[src/design/dwpid_pkg.sv]
// ----------------------------------------------------------------------------
// dwpid_pkg: shared types and constants
// Constants, item kinds, register indexes and the controller/datapath
// command and status structs for the two-wheel speed controller.
// ----------------------------------------------------------------------------
package dwpid_pkg;

    localparam int TICK_MS_DEF        = 10;
    localparam int MAX_WIDTH_DEF      = 1000;
    localparam int RPS_LIMIT_DEF      = 10;
    localparam int BALANCE_PERIOD_DEF = 80;
    localparam int CLEAR_PERIOD_DEF   = 200;

    localparam logic [1:0] KIND_TICK  = 2'd0;
    localparam logic [1:0] KIND_MOVE  = 2'd1;
    localparam logic [1:0] KIND_START = 2'd2;
    localparam logic [1:0] KIND_STOP  = 2'd3;

    localparam logic [2:0] REG_KP   = 3'd0;
    localparam logic [2:0] REG_KI   = 3'd1;
    localparam logic [2:0] REG_KD   = 3'd2;
    localparam logic [2:0] REG_LCPR = 3'd3;
    localparam logic [2:0] REG_LOFS = 3'd4;
    localparam logic [2:0] REG_RCPR = 3'd5;
    localparam logic [2:0] REG_ROFS = 3'd6;

    localparam int INTEG_MAX = 6553600;

    // datapath operation codes
    localparam logic [2:0] OP_LOAD  = 3'd0; // capture item
    localparam logic [2:0] OP_PID   = 3'd1; // integral/derivative for wheel
    localparam logic [2:0] OP_MUL_P = 3'd2;
    localparam logic [2:0] OP_MUL_I = 3'd3;
    localparam logic [2:0] OP_MUL_D = 3'd4;
    localparam logic [2:0] OP_MAP   = 3'd5; // width map multiply
    localparam logic [2:0] OP_WID   = 3'd6; // width from product
    localparam logic [2:0] OP_FIN   = 3'd7; // balance, clear, commit

    typedef struct packed {
        logic       en;
        logic [2:0] op;
        logic       wheel;     // 0 left, 1 right
        logic       open_loop; // start item: map the setpoint
        logic       do_bal;
        logic       do_clr;
    } t_cmd;

    typedef struct packed {
        logic running;
        logic bal_hit;
        logic clr_hit;
    } t_stat;

endpackage

[src/design/dwpid_ctrl.sv]
// ----------------------------------------------------------------------------
// dwpid_ctrl: controller sequencer
// Steps the datapath through one item and runs the output handshake.
// ----------------------------------------------------------------------------
module dwpid_ctrl (
    input  logic             i_clk,
    input  logic             i_rst_n,
    input  logic             i_in_fire,
    input  logic [1:0]       i_kind,
    input  dwpid_pkg::t_stat i_stat,
    input  logic             i_out_ready,
    output logic             o_busy,
    output logic             o_out_valid,
    output dwpid_pkg::t_cmd  o_cmd
);

    localparam logic [2:0] S_IDLE = 3'd0;
    localparam logic [2:0] S_PID  = 3'd1;
    localparam logic [2:0] S_MUL  = 3'd2;
    localparam logic [2:0] S_MAP  = 3'd3;
    localparam logic [2:0] S_WID  = 3'd4;
    localparam logic [2:0] S_FIN  = 3'd5;
    localparam logic [2:0] S_OUT  = 3'd6;

    logic [2:0] r_state, n_state;
    logic [1:0] r_sub, n_sub;
    logic       r_wheel, n_wheel;
    logic       r_open, n_open;

    always_comb begin
        n_state = r_state;
        n_sub   = r_sub;
        n_wheel = r_wheel;
        n_open  = r_open;
        o_cmd   = '0;
        o_cmd.wheel     = r_wheel;
        o_cmd.open_loop = r_open;
        case (r_state)
            S_IDLE: begin
                if (i_in_fire) begin
                    o_cmd.en = 1'b1;
                    o_cmd.op = dwpid_pkg::OP_LOAD;
                    n_wheel  = 1'b0;
                    n_sub    = 2'd0;
                    if (i_kind == dwpid_pkg::KIND_START) begin
                        n_open  = 1'b1;
                        n_state = S_MAP;
                    end else if (i_kind == dwpid_pkg::KIND_TICK && i_stat.running) begin
                        n_open  = 1'b0;
                        n_state = S_PID;
                    end
                end
            end
            S_PID: begin
                o_cmd.en = 1'b1;
                o_cmd.op = dwpid_pkg::OP_PID;
                n_state  = S_MUL;
            end
            S_MUL: begin
                o_cmd.en = 1'b1;
                case (r_sub)
                    2'd0:    o_cmd.op = dwpid_pkg::OP_MUL_P;
                    2'd1:    o_cmd.op = dwpid_pkg::OP_MUL_I;
                    default: o_cmd.op = dwpid_pkg::OP_MUL_D;
                endcase
                if (r_sub == 2'd2) begin
                    n_sub   = 2'd0;
                    n_state = S_MAP;
                end else begin
                    n_sub = r_sub + 2'd1;
                end
            end
            S_MAP: begin
                o_cmd.en = 1'b1;
                o_cmd.op = dwpid_pkg::OP_MAP;
                n_state  = S_WID;
            end
            S_WID: begin
                o_cmd.en = 1'b1;
                o_cmd.op = dwpid_pkg::OP_WID;
                if (!r_wheel) begin
                    n_wheel = 1'b1;
                    n_state = r_open ? S_MAP : S_PID;
                end else begin
                    n_state = r_open ? S_OUT : S_FIN;
                end
            end
            S_FIN: begin
                o_cmd.en     = 1'b1;
                o_cmd.op     = dwpid_pkg::OP_FIN;
                o_cmd.do_bal = i_stat.bal_hit;
                o_cmd.do_clr = i_stat.clr_hit;
                n_state      = S_OUT;
            end
            S_OUT: begin
                if (i_out_ready) n_state = S_IDLE;
            end
            default: n_state = S_IDLE;
        endcase
    end

    always_ff @(posedge i_clk) begin
        if (!i_rst_n) begin
            r_state <= S_IDLE;
            r_sub   <= 2'd0;
            r_wheel <= 1'b0;
            r_open  <= 1'b0;
        end else begin
            r_state <= n_state;
            r_sub   <= n_sub;
            r_wheel <= n_wheel;
            r_open  <= n_open;
        end
    end

    assign o_busy      = (r_state != S_IDLE);
    assign o_out_valid = (r_state == S_OUT);

endmodule

[src/design/dwpid_dp.sv]
// ----------------------------------------------------------------------------
// dwpid_dp: shared-multiplier datapath
// Holds wheel state and registers, one multiplier reused for the gain and map products.
// ----------------------------------------------------------------------------
module dwpid_dp #(
    parameter int TICK_MS        = dwpid_pkg::TICK_MS_DEF,
    parameter int MAX_WIDTH      = dwpid_pkg::MAX_WIDTH_DEF,
    parameter int RPS_LIMIT      = dwpid_pkg::RPS_LIMIT_DEF,
    parameter int BALANCE_PERIOD = dwpid_pkg::BALANCE_PERIOD_DEF,
    parameter int CLEAR_PERIOD   = dwpid_pkg::CLEAR_PERIOD_DEF
) (
    input  logic             i_clk,
    input  logic             i_rst_n,
    input  logic             i_cfg_fire,
    input  logic [2:0]       i_cfg_index,
    input  logic [15:0]      i_cfg_data,
    input  logic [1:0]       i_kind,
    input  logic [15:0]      i_lsamp,
    input  logic [15:0]      i_rsamp,
    input  logic [15:0]      i_ltgt,
    input  logic [15:0]      i_rtgt,
    input  logic             i_lfwd,
    input  logic             i_rfwd,
    input  dwpid_pkg::t_cmd  i_cmd,
    output dwpid_pkg::t_stat o_stat,
    output logic [9:0]       o_lwidth,
    output logic [9:0]       o_rwidth,
    output logic             o_lfwd,
    output logic             o_rfwd
);

    localparam int          LIM   = RPS_LIMIT * 1024;
    localparam int          DMUL  = 1000 / TICK_MS;
    localparam int          DREM  = 1000 % TICK_MS;
    localparam logic [16:0] LIM17 = 17'(LIM);
    // ceil(2^33/125): exact quotient while |err|*8*TICK_MS stays below 2^26
    localparam longint      IREC  = ((64'sd1 <<< 33) + 64'sd124) / 64'sd125;
    localparam longint      IK    = 64'(8 * TICK_MS) * IREC;
    // ceil(2^31/TICK_MS): exact quotient while |diff|*DREM stays below 2^24
    localparam longint      DREC  = ((64'sd1 <<< 31) + 64'(TICK_MS) - 64'sd1) / 64'(TICK_MS);
    localparam longint      DK    = 64'(DREM) * DREC;

    // configuration
    logic [15:0] r_kp, r_ki, r_kd, r_lcpr, r_rcpr;
    logic signed [15:0] r_lofs, r_rofs;

    // wheel state
    logic [16:0]        r_sp   [2];
    logic               r_dir  [2];
    logic signed [23:0] r_int  [2];
    logic signed [16:0] r_perr [2];
    logic               r_running;
    logic [6:0]         r_bal;
    logic [7:0]         r_clr;

    // per-item work registers
    logic signed [15:0] r_samp [2];
    logic signed [16:0] r_err;
    logic signed [27:0] r_der;
    logic signed [31:0] r_out;
    logic signed [47:0] r_prod;
    logic [9:0]         r_w [2];

    logic               w;
    logic signed [16:0] err_c;
    logic [16:0]        eabs_c;
    logic [52:0]        iprod_c;
    logic [19:0]        iq_c;
    logic signed [35:0] inc_c;
    logic signed [25:0] acc_c;
    logic signed [23:0] accs_c;
    logic signed [17:0] dd_c;
    logic [16:0]        dabs_c;
    logic [48:0]        dprod_c;
    logic [17:0]        dq_c;
    logic signed [27:0] der_c;
    logic signed [16:0] mul_a;
    logic signed [31:0] mul_b;
    logic signed [48:0] mul_p;
    logic signed [31:0] out_c;
    logic signed [31:0] omax_c;
    logic signed [32:0] rel_c;
    logic [29:0]        wq_c;
    logic [9:0]         wid_c;
    logic signed [16:0] diff_c, adj_c;
    logic [31:0]        t10_c, t20_c;
    logic signed [18:0] lsp_c, rsp_c;

    assign w = i_cmd.wheel;

    function automatic logic [16:0] clamp_sp(input logic signed [18:0] v);
        if (v < 0) return '0;
        if (v > 19'(LIM)) return LIM17;
        return v[16:0];
    endfunction

    always_comb begin
        err_c  = $signed(r_sp[w]) - 17'(r_samp[w]);
        // integral step err*64*TICK_MS/1000, truncated toward zero
        eabs_c  = err_c[16] ? 17'(-err_c) : 17'(err_c);
        iprod_c = 53'(eabs_c) * 53'(IK);
        iq_c    = iprod_c[52:33];
        inc_c   = err_c[16] ? -36'($signed({1'b0, iq_c})) : 36'($signed({1'b0, iq_c}));
        acc_c  = 26'(r_int[w]) + 26'(inc_c);
        if (acc_c > 26'(dwpid_pkg::INTEG_MAX))       accs_c = 24'(dwpid_pkg::INTEG_MAX);
        else if (acc_c < -26'(dwpid_pkg::INTEG_MAX)) accs_c = -24'(dwpid_pkg::INTEG_MAX);
        else                                         accs_c = acc_c[23:0];
        // derivative (err-prev)*1000/TICK_MS, truncated toward zero
        dd_c    = 18'(err_c) - 18'(r_perr[w]);
        dabs_c  = dd_c[17] ? 17'(-dd_c) : 17'(dd_c);
        dprod_c = 49'(dabs_c) * 49'(DK);
        dq_c    = dprod_c[48:31];
        der_c   = 28'(dd_c) * 28'(DMUL)
                + (dd_c[17] ? -28'($signed({1'b0, dq_c})) : 28'($signed({1'b0, dq_c})));
        out_c  = r_out + 32'(r_prod >>> 12);
        omax_c = (out_c > 32'(LIM)) ? 32'(LIM) : out_c;
        mul_a  = '0;
        mul_b  = '0;
        rel_c  = '0;
        case (i_cmd.op)
            dwpid_pkg::OP_MUL_P: begin
                mul_a = $signed({1'b0, r_kp});
                mul_b = 32'(r_err);
            end
            dwpid_pkg::OP_MUL_I: begin
                mul_a = $signed({1'b0, r_ki});
                mul_b = 32'(r_int[w]);
            end
            dwpid_pkg::OP_MUL_D: begin
                mul_a = $signed({1'b0, r_kd});
                mul_b = 32'(r_der);
            end
            dwpid_pkg::OP_MAP: begin
                rel_c = (i_cmd.open_loop ? 33'($signed(r_sp[w])) : 33'(omax_c))
                      - 33'(w ? r_rofs : r_lofs);
                mul_a = $signed({1'b0, (w ? r_rcpr : r_lcpr)});
                mul_b = 32'(rel_c);
            end
            default: ;
        endcase
        mul_p = mul_a * mul_b;
        wq_c  = r_prod[47:18];
        if (r_prod < 0)                 wid_c = 10'd1;
        else if (wq_c > 30'(MAX_WIDTH)) wid_c = 10'(MAX_WIDTH);
        else                            wid_c = wq_c[9:0];
        diff_c = 17'(r_samp[0]) - 17'(r_samp[1]);
        // d/10 and d/20 by reciprocal, exact for the small tiers
        t10_c  = 32'(diff_c[15:0]) * 32'd6554;
        t20_c  = 32'(diff_c[15:0]) * 32'd3277;
        if (diff_c > 17'sd1024)     adj_c = diff_c >>> 1;
        else if (diff_c > 17'sd512) adj_c = $signed({1'b0, t10_c[31:16]});
        else if (diff_c > 17'sd102) adj_c = $signed({1'b0, t20_c[31:16]});
        else                        adj_c = '0;
        lsp_c = 19'($signed(r_sp[0])) - 19'(adj_c);
        rsp_c = 19'($signed(r_sp[1])) + 19'(adj_c);
    end

    always_ff @(posedge i_clk) begin
        if (!i_rst_n) begin
            r_kp <= 16'd3277; r_ki <= 16'd41; r_kd <= 16'd0;
            r_lcpr <= 16'd18688; r_lofs <= -16'sd429;
            r_rcpr <= 16'd20204; r_rofs <= 16'sd155;
            r_sp[0] <= '0; r_sp[1] <= '0;
            r_dir[0] <= 1'b1; r_dir[1] <= 1'b1;
            r_int[0] <= '0; r_int[1] <= '0;
            r_perr[0] <= '0; r_perr[1] <= '0;
            r_running <= 1'b0;
            r_bal <= '0;
            r_clr <= '0;
        end else begin
            if (i_cfg_fire) begin
                case (i_cfg_index)
                    dwpid_pkg::REG_KP:   r_kp   <= i_cfg_data;
                    dwpid_pkg::REG_KI:   r_ki   <= i_cfg_data;
                    dwpid_pkg::REG_KD:   r_kd   <= i_cfg_data;
                    dwpid_pkg::REG_LCPR: r_lcpr <= i_cfg_data;
                    dwpid_pkg::REG_LOFS: r_lofs <= i_cfg_data;
                    dwpid_pkg::REG_RCPR: r_rcpr <= i_cfg_data;
                    dwpid_pkg::REG_ROFS: r_rofs <= i_cfg_data;
                    default: ;
                endcase
            end
            if (i_cmd.en && i_cmd.op == dwpid_pkg::OP_LOAD) begin
                case (i_kind)
                    dwpid_pkg::KIND_MOVE: begin
                        r_sp[0]  <= clamp_sp(19'($signed(i_ltgt)));
                        r_sp[1]  <= clamp_sp(19'($signed(i_rtgt)));
                        r_dir[0] <= i_lfwd;
                        r_dir[1] <= i_rfwd;
                    end
                    dwpid_pkg::KIND_STOP: begin
                        r_running <= 1'b0;
                        r_clr     <= '0;
                    end
                    dwpid_pkg::KIND_START: r_running <= 1'b1;
                    default: ;
                endcase
            end
            if (i_cmd.en && i_cmd.op == dwpid_pkg::OP_PID) begin
                r_int[w]  <= accs_c;
                r_perr[w] <= err_c;
            end
            if (i_cmd.en && i_cmd.op == dwpid_pkg::OP_FIN) begin
                r_bal <= i_cmd.do_bal ? '0 : r_bal + 7'd1;
                r_clr <= i_cmd.do_clr ? '0 : r_clr + 8'd1;
                if (i_cmd.do_bal) begin
                    r_sp[0] <= clamp_sp(lsp_c);
                    r_sp[1] <= clamp_sp(rsp_c);
                end
                if (i_cmd.do_clr) begin
                    r_int[0] <= '0; r_int[1] <= '0;
                    r_perr[0] <= '0; r_perr[1] <= '0;
                end
            end
        end
    end

    // work registers, no reset needed
    always_ff @(posedge i_clk) begin
        if (i_cmd.en) begin
            case (i_cmd.op)
                dwpid_pkg::OP_LOAD: begin
                    r_samp[0] <= i_lsamp;
                    r_samp[1] <= i_rsamp;
                end
                dwpid_pkg::OP_PID: begin
                    r_err <= err_c;
                    r_der <= der_c;
                    r_out <= 32'($signed({1'b0, r_sp[w][15:0]}));
                end
                dwpid_pkg::OP_MUL_P: r_prod <= 48'(mul_p);
                dwpid_pkg::OP_MUL_I: begin
                    r_out  <= r_out + 32'(r_prod >>> 12);
                    r_prod <= 48'(mul_p);
                end
                dwpid_pkg::OP_MUL_D: begin
                    r_out  <= r_out + 32'(r_prod >>> 18);
                    r_prod <= 48'(mul_p);
                end
                dwpid_pkg::OP_MAP: begin
                    // last product from the d term folds in first when closed loop
                    r_prod <= 48'(mul_p);
                end
                dwpid_pkg::OP_WID: r_w[w] <= wid_c;
                default: ;
            endcase
        end
    end

    assign o_stat.running = r_running;
    assign o_stat.bal_hit = ((r_bal + 7'd1) >= 7'(BALANCE_PERIOD));
    assign o_stat.clr_hit = ((r_clr + 8'd1) >= 8'(CLEAR_PERIOD));
    assign o_lwidth = r_w[0];
    assign o_rwidth = r_w[1];
    assign o_lfwd   = r_dir[0];
    assign o_rfwd   = r_dir[1];

endmodule

[src/design/dual_wheel_pid_speed_control.sv]
// ----------------------------------------------------------------------------
// dual_wheel_pid_speed_control: two-wheel PID speed controller
// Feedforward plus PID per wheel on one shared multiplier, PWM width map.
//
//  channel  dir  signals                      payload
//  s_axis   in   s_axis_tvalid/tready/tdata   samples, targets, directions
//                s_axis_tuser                 kind
//  m_axis   out  m_axis_tvalid/tready/tdata   widths, directions
//  cfg      in   i_cfg_valid/o_cfg_ready      i_cfg_index, i_cfg_data
//
// a running tick takes, per wheel, one pid step, three products and a map
// product on the shared multiplier and a width step, then a finish step; start
// items take a map product and width step per wheel; move, stop and idle ticks
// give no result; one item at a time; a result holds on m_axis until taken
// reset is synchronous active low and restores all register reset values
// ----------------------------------------------------------------------------
module dual_wheel_pid_speed_control #(
    parameter int TICK_MS        = dwpid_pkg::TICK_MS_DEF,
    parameter int MAX_WIDTH      = dwpid_pkg::MAX_WIDTH_DEF,
    parameter int RPS_LIMIT      = dwpid_pkg::RPS_LIMIT_DEF,
    parameter int BALANCE_PERIOD = dwpid_pkg::BALANCE_PERIOD_DEF,
    parameter int CLEAR_PERIOD   = dwpid_pkg::CLEAR_PERIOD_DEF
) (
    input  logic        i_clk,
    input  logic        i_rst_n,
    input  logic        s_axis_tvalid,
    output logic        s_axis_tready,
    // left_sample, right_sample, left_target, right_target,
    // left_forward_cmd, right_forward_cmd, zero fill
    input  logic [71:0] s_axis_tdata,
    // kind
    input  logic [1:0]  s_axis_tuser,
    output logic        m_axis_tvalid,
    input  logic        m_axis_tready,
    // left_width, right_width, left_forward, right_forward, zero fill
    output logic [23:0] m_axis_tdata,
    input  logic        i_cfg_valid,
    output logic        o_cfg_ready,
    input  logic [2:0]  i_cfg_index,
    input  logic [15:0] i_cfg_data
);

    dwpid_pkg::t_cmd  cmd;
    dwpid_pkg::t_stat stat;
    logic             busy, in_fire;
    logic [9:0]       lw, rw;
    logic             lf, rf;

    assign s_axis_tready = !busy;
    assign in_fire       = s_axis_tvalid && s_axis_tready;
    assign o_cfg_ready   = 1'b1;

    dwpid_ctrl u_ctrl (
        .i_clk       (i_clk),
        .i_rst_n     (i_rst_n),
        .i_in_fire   (in_fire),
        .i_kind      (s_axis_tuser),
        .i_stat      (stat),
        .i_out_ready (m_axis_tready),
        .o_busy      (busy),
        .o_out_valid (m_axis_tvalid),
        .o_cmd       (cmd)
    );

    dwpid_dp #(
        .TICK_MS        (TICK_MS),
        .MAX_WIDTH      (MAX_WIDTH),
        .RPS_LIMIT      (RPS_LIMIT),
        .BALANCE_PERIOD (BALANCE_PERIOD),
        .CLEAR_PERIOD   (CLEAR_PERIOD)
    ) u_dp (
        .i_clk       (i_clk),
        .i_rst_n     (i_rst_n),
        .i_cfg_fire  (i_cfg_valid),
        .i_cfg_index (i_cfg_index),
        .i_cfg_data  (i_cfg_data),
        .i_kind      (s_axis_tuser),
        .i_lsamp     (s_axis_tdata[15:0]),
        .i_rsamp     (s_axis_tdata[31:16]),
        .i_ltgt      (s_axis_tdata[47:32]),
        .i_rtgt      (s_axis_tdata[63:48]),
        .i_lfwd      (s_axis_tdata[64]),
        .i_rfwd      (s_axis_tdata[65]),
        .i_cmd       (cmd),
        .o_stat      (stat),
        .o_lwidth    (lw),
        .o_rwidth    (rw),
        .o_lfwd      (lf),
        .o_rfwd      (rf)
    );

    assign m_axis_tdata = {2'b00, rf, lf, rw, lw};

endmodule

[config.mk]
export PLATFORM = sky130hd
export DESIGN_NAME = dual_wheel_pid_speed_control
export DESIGN_NICKNAME = d
export VERILOG_FILES = /design/src/design/dwpid_pkg.sv /design/src/design/dwpid_ctrl.sv /design/src/design/dwpid_dp.sv /design/src/design/dual_wheel_pid_speed_control.sv
export SDC_FILE = /design/constraint.sdc
export NUM_CORES = 2
export LEC_CHECK = 0
export BUFFER_PORTS_ARGS = -buffer_cell sky130_fd_sc_hd__buf_2
export CAP_MARGIN = 20
export CORE_ASPECT_RATIO = 1.4
export CORE_UTILIZATION = 30
export DETAILED_ROUTE_END_ITERATION = 8
export PLACE_DENSITY_LB_ADDON = 0.15
export SLEW_MARGIN = 20
export SYNTH_ARGS = -nofsm -noshare
export SYNTH_HDL_FRONTEND = slang
export SYNTH_SLANG_ARGS = --single-unit
[constraint.sdc]
create_clock -name i_clk -period 15.3 [get_ports i_clk]
set_input_delay 0.765 -clock i_clk [delete_from_list [all_inputs] [get_ports i_clk]]
set_output_delay 0.765 -clock i_clk [all_outputs]
set_load 0.01 [all_outputs]
Word-level counts from Yosys, hierarchy flattened
Memory sizes are Yosys's and may differ from the RTL's. A register that Yosys moved wholly into a read port is not among the register bits.
Index checks and enable logic that the tools add are counted.
W data, S select, Z words.

storage, ports and cells
  latch bits = 0
  bits in writable memories = 170
  bits in registers = 258
  memory bits (read-only) = 0
  output and inout bits = 27
  bits of input ports = 98
  memories = 6
  word-level logic and storage cells = 289

memory list
  memory       words  width  rd ports  clocked after memory_dff  write ports  RTL line        text
  u_dp.r_int   2      24     1         1                         2            dwpid_dp.sv:50  logic signed [23:0] r_int [2];
  u_dp.r_perr  2      17     1         1                         2            dwpid_dp.sv:51  logic signed [16:0] r_perr [2];
  u_dp.r_sp    2      17     3         1                         2            dwpid_dp.sv:48  logic [16:0] r_sp [2];
  u_dp.r_samp  2      16     3         1                         2            dwpid_dp.sv:57  logic signed [15:0] r_samp [2];
  u_dp.r_w     2      10     2         0                         1            dwpid_dp.sv:62  logic [9:0] r_w [2];
  u_dp.r_dir   2      1      2         0                         2            dwpid_dp.sv:49  logic r_dir [2];

operators by class
  reductions and logical operators = 38
  bitwise gates (word level) = 10
  shifts and indexed selects = 0
  eq/ne operators = 28
  magnitude comparators = 18
  mux-type cells = 152
  divide/modulo/power cells = 0
  $add $sub $neg = 14
  $mul = 5

operators by type and width
  cell                      number
  $mux W17                  38
  $pmux W32 S4              1
  $mux W24                  5
  $mux W32                  3
  $pmux W32 S3              1
  $mux W1                   75
  $pmux W16 S4              1
  $mul A16 B12 Y28 const B  2
  $lt A48 B1 Y1 const B     1
  $mul A17 B32 Y48          1
  $mul A17 B29 Y46 const B  1
  $gt A18 B15 Y1 const B    2
  $lt A18 B1 Y1 const B     2
  $sub A17 B17 Y18          2
  $add A32 B30 Y32          1
  $add A32 B32 Y32          1
  $gt A16 B15 Y1 const B    2
  $gt A32 B15 Y1 const B    1
  $lt A16 B1 Y1 const B     2
  $mux W8                   4
  $sub A32 B32 Y32          1
  $eq A3 B3 Y1 const B      10
  $gt A30 B10 Y1 const B    1
  $reduce_and A2 Y1         14
  other kinds (49)          93

Depth between registers and ports, before layout
An unclocked memory read counts as a cell.

  depth in word-level cells = 22
  gate-level depth with buffers = 64
  gate-level depth less buffers = 55

By module
Synthesis repeated with hierarchy kept, for this count alone.

second synthesis, totals
  cell total of the unflattened synthesis = 6388
  area total of the unflattened synthesis = 57863.0 µm²

by module, submodules not included
  module                        sequential area each (µm²)  cells an instance  times used  area each (µm²)
  dwpid_dp                      10940.5                     6313               1           57248.7
  dwpid_ctrl                    140.1                       66                 1           559.3
  dual_wheel_pid_speed_control  0.0                         9                  1           55.1

Worst setup path after synthesis
No wires, ideal clock.

  path type = register to register
  start point = reg (tool-made name)
  end point = mem u_dp.r_int[0][10] (data pin)
  path buffers = 11
  setup time = 141 ps
  stages on the path, launching flop included = 59
  data arrival time = 15076 ps
  slack = 83 ps
  cells stage by stage = dfxtp_1 -> clkbuf_1 -> buf_1 -> clkbuf_1 -> clkbuf_1 -> buf_1 -> clkbuf_1 -> o21ai_0 -> ha_1 -> fa_1 -> nand2b_1 -> a21oi_2 -> o41ai_4 -> o31ai_4 -> a21oi_1 -> xnor2_1 -> inv_1 -> clkbuf_1 -> [... 23 more ...] -> nor3_1 -> nor2_1 -> ha_1 -> clkbuf_1 -> a21o_1 -> a21oi_1 -> nand2_1 -> a21oi_1 -> a21oi_1 -> a221oi_1 -> xnor2_1 -> nand2_1 -> o32ai_1 -> nand2_1 -> o311ai_1 -> nand3_1 -> clkbuf_1 -> nor2_1

RTL lines
  element        RTL line
  end, declared  dwpid_dp.sv:50

==> impl_metrics.env <==
export IMPL_status="completed"
export IMPL_fin_worst_skew_ps=63.3
export IMPL_arrival_ps=14800
export IMPL_hpwl_mm=156
export IMPL_route_met3_wl_mm=4.78
export IMPL_fin_crit_sh=0.943
export IMPL_postRouteAntennaNets=0
export IMPL_dp_cells=9235
export IMPL_setup_tns_final_ps=0
export IMPL_cap_violations=0
export IMPL_yosysWarnings=0
export IMPL_synthToLayoutAreaGrowth_pct=11.6
export IMPL_dieHeight_um=525
export IMPL_core_mm2=0.194
export IMPL_crit_path_start_kind="flip-flop"
export IMPL_met2WireLength_mm=105
export IMPL_cp_common_cell="fa_1"
export IMPL_period_minus_slack_ps=14420
export IMPL_nNetsFinal=8155
export IMPL_antenna_found_initial=5
export IMPL_synth_cell_types=100
export IMPL_dieArea_mm2=0.197
export IMPL_multi_input_area_mm2=0.0432
export IMPL_dr_total_vias=46100
export IMPL_stdcell_count=9335
export IMPL_crit_fanout=18
export IMPL_drt_met1_wl_mm=73.3
export IMPL_cts_sinks=415
export IMPL_synth_area_mm2=0.0587
export IMPL_cts_hold_buf=0
export IMPL_initial_core_util=0.303
export IMPL_rrSetupSlack_ps=880
export IMPL_grt_max_degree=72
export IMPL_clock_latency_ps=700
export IMPL_avgSynthCellArea_um2=9.03
export IMPL_setup_viol=0
export IMPL_drt_total_wl_mm=190
export IMPL_slew_headroom=0.246
export IMPL_top_layer="met5"
export IMPL_tightest_slew_ps=1130
export IMPL_synth_seq_cells=415
export IMPL_cts_buffer_depth=3
export IMPL_dr_pass1_iters=5
export IMPL_drtIter0Drc=2195
export IMPL_rsz0062_at_grt="false"
export IMPL_layout_common_cells="inv_1 (1032), nand2_1 (787), fa_1 (705)"
export IMPL_fin_area_mm2=0.0655
export IMPL_grt_overflow_total=0
export IMPL_cts_tree="yes"
export IMPL_critical_path_required_ps=15680
export IMPL_gp_congestion=0.873
export IMPL_cts_htree_levels=2
export IMPL_min_path_type="in -> reg"
export IMPL_dpl_cell_area_mm2=0.0636
export IMPL_grt_pass1_wl_mm=293
export IMPL_yosys_most_used_dff="edfxtp_1"
export IMPL_cts_root_buf="clkbuf_16"
export IMPL_ys_seq_area_frac=0.189
export IMPL_drive_gt1_frac=0.0841
export IMPL_whs_ps=279
export IMPL_slew_viol_final=0
export IMPL_first_global_vias=48800
export IMPL_synthArstFlopShare=0
export IMPL_syn_instance_count=6504
export IMPL_cts_buffers=53
export IMPL_regArea_mm2=0.0111
export IMPL_cpMaxStageDelayCell="or4_1"
export IMPL_clk_pin_slew_ps=60
export IMPL_io_pins=125
export IMPL_track_usage=0.194
export IMPL_fmax_mhz=69.3
export IMPL_finalHoldViolations=0
export IMPL_synth_edf_count=279
export IMPL_layout_commonest_cell="inv_1"
export IMPL_crit_type="reg -> reg"
export IMPL_die_w_um=376
export IMPL_max_stage_delay_ps=520
export IMPL_wl_per_cell_um=20.4
export IMPL_viasPerCell=4.94
export IMPL_cp_end_kind="flip-flop"
export IMPL_nFillCells=20200
export IMPL_drc=0
export IMPL_fp_row_count=191
export IMPL_numPortBuffers=115
==> metrics by stage <==
stage	util	worst slack, ps
6_report	0.338	879
5_1_grt	0.338	24.3
4_1_cts	0.337	42.1
3_5_place_dp	0.328	-435
3_3_place_gp	0.328	-336
2_1_floorplan	-	82.5
==> state kept, by name (all words and copies together) (netlist names), 2 cells and up, named ones only <==
register,flops
u_dp.r_sp,34
u_dp.r_perr,34
u_dp.r_clr,8
u_dp.r_bal,7
u_dp.r_int,48
u_dp.r_rofs,16
u_dp.r_kd,16
u_dp.r_samp,32
u_ctrl.r_sub,2
u_dp.r_out,32
u_dp.r_ki,16
u_dp.r_dir,2
u_dp.r_der,24
u_dp.r_err,17
u_ctrl.r_state,3
u_dp.r_lofs,16
u_dp.r_lcpr,16
u_dp.r_rcpr,16
u_dp.r_kp,16
u_dp.r_prod,36
u_dp.r_w,20
==> metal layers <==
metal	GRT usage	vias up
li1	-	22000
met1	0.219	23100
met2	0.378	777
met3	0.0123	251
met4	0.0694	2
met5	0	-
==> worst paths after layout <==
| path | startpoint | to | depth (start not counted) |
|---|---|---|---|
| max reg2reg | flip-flop | u_dp.r_int[0][3] | 54 |
| min | s_axis_tdata[18] | u_dp.r_samp[1][2] | 1 |
| max | flip-flop | u_dp.r_int[0][3] | 54 |
| min reg2reg | u_dp.r_kp[7] | u_dp.r_kp[7] | 2 |
==> worst max-delay path: cells and delay by family (launching register included) <==
kind,cells,cell delay (ps)
mux,1,210
fa+ha+maj,9,3860
flops,1,450
buf+inv,11,1560
simple gates,15,3940
xor+xnor,2,350
compound gates,16,3730
==> repair_timing <==
action	in CTS	in global routing
cloned	0	0
resized for setup	2	18
setup endpoints to repair	12	64
buffers inserted	0	1
==> final cells by class <==
| cell class | instances | area share |
|---|---|---|
| Multi-Input combinational cell | 4847 | 0.660 |
| Inverter | 1034 | 0.0593 |
| Clock buffer | 68 | 0.0217 |
| Tap cell | 2605 | 0.0498 |
| Clock inverter | 28 | 0.00426 |
| Timing Repair Buffer | 335 | 0.0350 |
| Antenna cell | 3 | 0.000115 |
| Sequential cell | 415 | 0.170 |
==> logic make-up after synthesis <==
group,after synthesis,share of synthesized area
simple gates,1961,0.156
fa+ha+maj,1374,0.383
buf+inv,1253,0.0806
compound gates,1060,0.122
flops,415,0.189
xor+xnor,275,0.0412
mux,164,0.0289
other cells,2,0.000128
==> synthesized netlist by cell type, types with 36 or more instances <==
| master | instances | area [µm²] |
|---|---|---|
| a211oi_1 | 47 | 353 |
| a21boi_0 | 92 | 691 |
| a21o_1 | 102 | 766 |
| a21oi_1 | 256 | 1280 |
| a31oi_1 | 36 | 225 |
| and2_1 | 107 | 669 |
| and3_1 | 53 | 332 |
| clkbuf_1 | 192 | 721 |
| dfxtp_1 | 136 | 2720 |
| edfxtp_1 | 279 | 8380 |
| fa_1 | 705 | 14100 |
| ha_1 | 666 | 8330 |
| inv_1 | 1033 | 3880 |
| mux2_2 | 39 | 439 |
| mux2i_1 | 123 | 1230 |
| nand2_1 | 789 | 2960 |
| nand2b_1 | 59 | 369 |
| nand3_1 | 143 | 716 |
| nand4_1 | 36 | 225 |
| nor2_1 | 389 | 1460 |
| nor2b_1 | 100 | 626 |
| nor3_1 | 123 | 616 |
| o21ai_0 | 197 | 986 |
| or3_1 | 38 | 238 |
| xnor2_1 | 186 | 1630 |
| xor2_1 | 88 | 771 |
Power is not shown: default switching activity piles up to over one toggle a cycle in this logic, so the estimate is an artifact.
